### src/rtl/his_pkg.sv
package his_pkg;

  // Item selector codes
  typedef enum logic [1:0] {
    FUNC_START  = 2'd0,
    FUNC_SAMPLE = 2'd1,
    FUNC_REPORT = 2'd2,
    FUNC_NONE   = 2'd3
  } func_t;

  // Duty fraction is Q0.16
  localparam int DUTY_BITS = 16;

  localparam int COUNT_BITS = 32;
  localparam int SUM_BITS   = 64;

endpackage

### src/rtl/high_interval_statistics.sv
// Start, plain samples and ignored beats finish in S_IDLE; a sample that closes an interval also
// passes S_SQUARE, S_ACC_SUM, S_ACC_SQ (square, two passes through the shared saturating adder).
// A report passes those, then S_DIV_SETUP, the restoring duty divider and S_OUT; the divider is
// skipped when no time has elapsed or the duty saturates. Throughput: one beat per cycle for
// start and plain samples; in_ready is low while busy. A finished report waits in the output
// register while new beats are accepted. Reset (rst, sync, active high): stats cleared, empty.
module high_interval_statistics import his_pkg::*; #(
  parameter int TIME_BITS = 32
) (
  input  logic                  clk,
  input  logic                  rst,
  input  logic                  in_valid,
  output logic                  in_ready,
  input  logic [1:0]            func,
  input  logic                  level,
  input  logic [31:0]           now,
  output logic                  out_valid,
  input  logic                  out_ready,
  output logic                  level_now,
  output logic [COUNT_BITS-1:0] interval_count,
  output logic [SUM_BITS-1:0]   total_high,
  output logic [SUM_BITS-1:0]   sum_squares,
  output logic [31:0]           shortest,
  output logic [31:0]           longest,
  output logic [DUTY_BITS-1:0]  duty_q16
);

  localparam int TB      = TIME_BITS;
  localparam int SQ_BITS = 2 * TIME_BITS;
  localparam int CNT_W   = $clog2(DUTY_BITS);

  typedef enum logic [2:0] {
    S_IDLE,
    S_SQUARE,
    S_ACC_SUM,
    S_ACC_SQ,
    S_DIV_SETUP,
    S_DIV,
    S_OUT
  } state_t;

  state_t state;

  // Monitor state
  logic                  held_level;
  logic [TB-1:0]         rise_time;
  logic [TB-1:0]         begin_time;
  logic [COUNT_BITS-1:0] closed_count;
  logic [SUM_BITS-1:0]   duration_sum;
  logic [SUM_BITS-1:0]   square_sum;
  logic [31:0]           min_duration;
  logic [31:0]           max_duration;

  // Working registers
  logic                  is_report;
  logic [TB-1:0]         dur;
  logic [TB-1:0]         elapsed;
  logic [SQ_BITS-1:0]    sq;
  logic [SUM_BITS-1:0]   total;
  logic [SUM_BITS-1:0]   sqs;
  logic [TB-1:0]         rem;
  logic [DUTY_BITS-1:0]  quo;
  logic [CNT_W-1:0]      div_cnt;

  logic [TB-1:0]         now_t;
  logic [TB-1:0]         rise_span;
  logic [TB-1:0]         begin_span;
  logic [31:0]           dur32;
  logic [SUM_BITS-1:0]   add_a;
  logic [SUM_BITS-1:0]   add_b;
  logic [SUM_BITS:0]     add_full;
  logic [SUM_BITS-1:0]   add_sat;
  logic [TB:0]           rem_sh;
  logic [TB:0]           rem_diff;
  logic                  rem_ge;
  logic                  accept;
  logic                  out_free;

  assign in_ready = (state == S_IDLE);
  assign accept   = in_valid && in_ready;
  assign out_free = !out_valid || out_ready;

  // Timestamp differences wrap modulo 2^TIME_BITS
  assign now_t      = now[TB-1:0];
  assign rise_span  = now_t - rise_time;
  assign begin_span = now_t - begin_time;
  assign dur32      = 32'(dur);

  // Shared saturating 64-bit adder: duration sum first, square sum next
  assign add_a    = (state == S_ACC_SUM) ? duration_sum : square_sum;
  assign add_b    = (state == S_ACC_SUM) ? SUM_BITS'(dur) : SUM_BITS'(sq);
  assign add_full = {1'b0, add_a} + {1'b0, add_b};
  assign add_sat  = add_full[SUM_BITS] ? '1 : add_full[SUM_BITS-1:0];

  // One restoring division step
  assign rem_sh   = {rem, 1'b0};
  assign rem_diff = rem_sh - {1'b0, elapsed};
  assign rem_ge   = (rem_sh >= {1'b0, elapsed});

  // Sequencer, state and output register
  always_ff @(posedge clk) begin
    if (rst) begin
      state        <= S_IDLE;
      out_valid    <= 1'b0;
      held_level   <= 1'b0;
      rise_time    <= '0;
      begin_time   <= '0;
      closed_count <= '0;
      duration_sum <= '0;
      square_sum   <= '0;
      min_duration <= '1;
      max_duration <= '0;
    end else begin
      // S_OUT reloads the output register itself
      if (out_valid && out_ready && state != S_OUT) begin
        out_valid <= 1'b0;
      end
      case (state)
        S_IDLE: begin
          if (accept) begin
            case (func_t'(func))
              FUNC_START: begin
                closed_count <= '0;
                duration_sum <= '0;
                square_sum   <= '0;
                min_duration <= '1;
                max_duration <= '0;
                held_level   <= level;
                rise_time    <= now_t;
                begin_time   <= now_t;
              end
              FUNC_SAMPLE: begin
                held_level <= level;
                if (level && !held_level) begin
                  rise_time <= now_t;
                end else if (!level && held_level) begin
                  // falling edge closes the interval
                  dur       <= rise_span;
                  is_report <= 1'b0;
                  state     <= S_SQUARE;
                end
              end
              FUNC_REPORT: begin
                dur       <= held_level ? rise_span : '0;
                elapsed   <= begin_span;
                is_report <= 1'b1;
                state     <= S_SQUARE;
              end
              default: begin
              end
            endcase
          end
        end
        S_SQUARE: begin
          sq    <= dur * dur;
          state <= S_ACC_SUM;
        end
        S_ACC_SUM: begin
          if (is_report) begin
            total <= add_sat;
          end else begin
            duration_sum <= add_sat;
            if (closed_count != '1) begin
              closed_count <= closed_count + COUNT_BITS'(1);
            end
            if (dur32 < min_duration) begin
              min_duration <= dur32;
            end
            if (dur32 > max_duration) begin
              max_duration <= dur32;
            end
          end
          state <= S_ACC_SQ;
        end
        S_ACC_SQ: begin
          if (is_report) begin
            sqs   <= add_sat;
            state <= S_DIV_SETUP;
          end else begin
            square_sum <= add_sat;
            state      <= S_IDLE;
          end
        end
        S_DIV_SETUP: begin
          // no time gone: zero; high time at least elapsed: saturate
          if (elapsed == '0) begin
            quo   <= '0;
            state <= S_OUT;
          end else if (total >= SUM_BITS'(elapsed)) begin
            quo   <= '1;
            state <= S_OUT;
          end else begin
            rem     <= total[TB-1:0];
            quo     <= '0;
            div_cnt <= '0;
            state   <= S_DIV;
          end
        end
        S_DIV: begin
          if (rem_ge) begin
            rem <= rem_diff[TB-1:0];
          end else begin
            rem <= rem_sh[TB-1:0];
          end
          quo     <= {quo[DUTY_BITS-2:0], rem_ge};
          div_cnt <= div_cnt + CNT_W'(1);
          if (div_cnt == CNT_W'(DUTY_BITS - 1)) begin
            state <= S_OUT;
          end
        end
        S_OUT: begin
          if (out_free) begin
            out_valid      <= 1'b1;
            level_now      <= held_level;
            interval_count <= closed_count;
            total_high     <= total;
            sum_squares    <= sqs;
            shortest       <= min_duration;
            longest        <= max_duration;
            duty_q16       <= quo;
            state          <= S_IDLE;
          end
        end
        default: begin
          state <= S_IDLE;
        end
      endcase
    end
  end

endmodule
### config.mk
export PLATFORM = sky130hd
export DESIGN_NAME = high_interval_statistics
export DESIGN_NICKNAME = d
export VERILOG_FILES = /design/src/rtl/his_pkg.sv /design/src/rtl/high_interval_statistics.sv
export SDC_FILE = /design/constraint.sdc
export NUM_CORES = 2
export LEC_CHECK = 0
export BUFFER_PORTS_ARGS = -buffer_cell sky130_fd_sc_hd__buf_2
export CAP_MARGIN = 20
export CELL_PAD_IN_SITES_DETAIL_PLACEMENT = 1
export CELL_PAD_IN_SITES_GLOBAL_PLACEMENT = 2
export CORE_AREA = 2 2 411 413
export DETAILED_ROUTE_END_ITERATION = 8
export DIE_AREA = 0 0 413 415
export GPL_TIMING_DRIVEN = 0
export PLACE_DENSITY_LB_ADDON = 0.1
export SLEW_MARGIN = 10
export SYNTH_ARGS = -nofsm -noshare
export SYNTH_HDL_FRONTEND = slang
export SYNTH_SLANG_ARGS = --single-unit
export TNS_END_PERCENT = 10
### constraint.sdc
create_clock -name clk -period 14.2 [get_ports clk]
set_input_delay 1.42 -clock clk [delete_from_list [all_inputs] [get_ports clk]]
set_output_delay 1.42 -clock clk [all_outputs]
set_load 0.02 [all_outputs]
==> flow_summary.ini <==
[sta]
fin_ws_ns = 3.05
fmax_ghz = 0.0897
fin_hold_ws_ns = 0.418
min_period_over_period_pct = 78.5
skew_ns = 0.0883
setup_violations = 0
worstMarginPinSlew_ns = 1.33
rsz0062_at_grt = false
final_hold_viol_count = 0
relSlewSlack_pct = 11.4
slew_viol_final = 0
layout_min_cycle_time_ns = 11.15

[routing]
drtPass1Iterations = 6
postRouteAntennaNets = 0
dr_total_vias = 52522
drc = 0
drtIter0Drc = 3234
wl_per_cell_um = 25.2
via_per_inst = 5.33
wirelength_mm = 249

[clocking]
htreeDepth = 3
path_clk_slew_ns = 0.07
numCtsBuffers = 95
cts_tree = done
cts_buffer_depth = 3
post-cts-setup-buffer-count = 0
clk_latency_ns = 0.76
cts_resized = 0
cts_hold_buf = 0
root_buffer = clkbuf_16
cts.sinks = 842

[grt]
first_global_vias = 56578
grt_overflow = 0
grt_usage_pct = 29.1
grt_pass1_wl_mm = 368
antenna_found_initial = 17
grt_max_degree = 58

[outcome]
outcome = completed

[setup_path]
slowest_stage = clkbuf_1
critical_path.most_common_cell = fa_1
crit_fanout = 10
endpoint_kind = flip-flop
cp_data_required_time_ns = 14.66
cp-start-kind = flip-flop
critPathArrivalTime_ns = 11.61
critical_path_class = flip-flop to flip-flop
cp_slowest_stage_delay_ns = 0.90

[synth]
yosysTopAreaCell = edfxtp_1
async_flop_share_pct = 0
ys_ff_latch = 842
synthTopCellsByArea = edfxtp_1, fa_1, ha_1
synth_ff_type = edfxtp_1
synth.distinct_cells = 74
synth_top_area_share_pct = 23.6
syn_area_per_cell_um2 = 9.76
syn_area_um2 = 69700
yosys-top-cells-count = inv_1, nand2_1, fa_1
synth.most_common_cell = inv_1
synth-edff-count = 549
synth_seq_area_share_pct = 32.1
synthCells = 7142
yosysWarningCount = 0

[floorplanning]
initial_core_util_pct = 41.8
rows = 150
die_w_um = 413
core_area_um2 = 167000
ioPinCount = 282
dieArea_um2 = 171000
die_y_um = 415

[placement]
pre_cts_ws_ns = 3.03
globalplace.congestion = 0.950
portBuffers = 280
dp_hpwl_mm = 203

[layout]
layout-drive-gt1-share_pct = 7.00
fin_nets = 8949
area_growth_pct = 12.0

[job]
cap_violations = 0

[min_path]
min_path_type = flip-flop to flip-flop
-- stage by stage --
stage	area, um^2	setup TNS (ns)	utilization (%)	std cells
after floorplan	69700	0	-	7143
after global placement	73900	-757.90	44.3	9627
after detailed placement	74700	0	44.8	9666
after CTS	78000	0	46.8	9846
after global routing	78100	0	46.9	9851
final	78100	0	46.9	9855
-- placed cells by master, fill, tap and decap left out, drive strengths merged, types with 38 or more instances in the layout --
cell type and count:
o21bai 41, xor2 102, nor2b 54, buf 337, a21oi 329, nand2 1012
edfxtp 549, nand3 60, xnor2 156, dfxtp 293, a21o 165, fa 796
nand4 54, nor3 49, nor2 362, clkbuf 392, o21ai 293, ha 551
mux2i 74, and2 261, o21a 38, inv 1256
-- worst max-delay path: cells and delay by family, from the launching register on --
family,cells,cell delay (ns)
buffers and inverters,8,2.25
multiplexers,1,0.14
AO/OA/AOI/OAI,6,1.94
AND/OR/NAND/NOR,4,1.25
flip-flops,1,0.81
adder cells (fa/ha/maj),9,4.44
-- final cells by class --
type	instances	area, um^2
Buffer	276	1060
Clock buffer	130	2650
Multi-Input combinational cell	4771	41700
Inverter	1254	4710
Sequential cell	842	22400
Antenna cell	5	12.5
Tap cell	2204	2760
Clock inverter	50	717
Timing Repair Buffer	323	2160
Fill cell	18865	88600
-- metal layers --
layer / GRT usage [%] / vias to the layer above / routed length (um)
met1: 38.9 / 26737 / 108000
met4: 9.48 / 12 / 9030
li1: - / 23890 / -
met2: 47.7 / 1501 / 116000
met5: 0 / - / 117
met3: 4.89 / 382 / 15100
-- logic make-up after synthesis --
kind of cell / Yosys count / share of synthesized area (%)
AOI/OAI and AO/OA: 1091 / 9.71
other: 1 / 0.00538
adders and majority gates: 1347 / 32.7
muxes: 75 / 1.08
buffers and inverters: 1530 / 8.26
DFF: 842 / 32.1
and+or+nand+nor: 1998 / 12.9
xor gates and xnor gates: 258 / 3.24
-- flip-flops by register name (all words and copies together) (netlist names), 63 cells and up --
| signal | count |
|---|---|
| sqs | 64 |
| total_high | 64 |
| sum_squares | 64 |
| duration_sum | 64 |
| square_sum | 64 |
| total | 64 |
| sq | 63 |
-- worst paths after layout --
check	cells past startpoint	to	start	slack [ns]
max	28	sq[62]	dur[20]	3.05
min reg2reg	0	sum_squares[10]	sqs[10]	0.42
min	0	sum_squares[10]	sqs[10]	0.42
max reg2reg	28	sq[62]	dur[20]	3.05
Power is not shown: default switching activity piles up to over one toggle a cycle in this logic, so the estimate is an artifact.
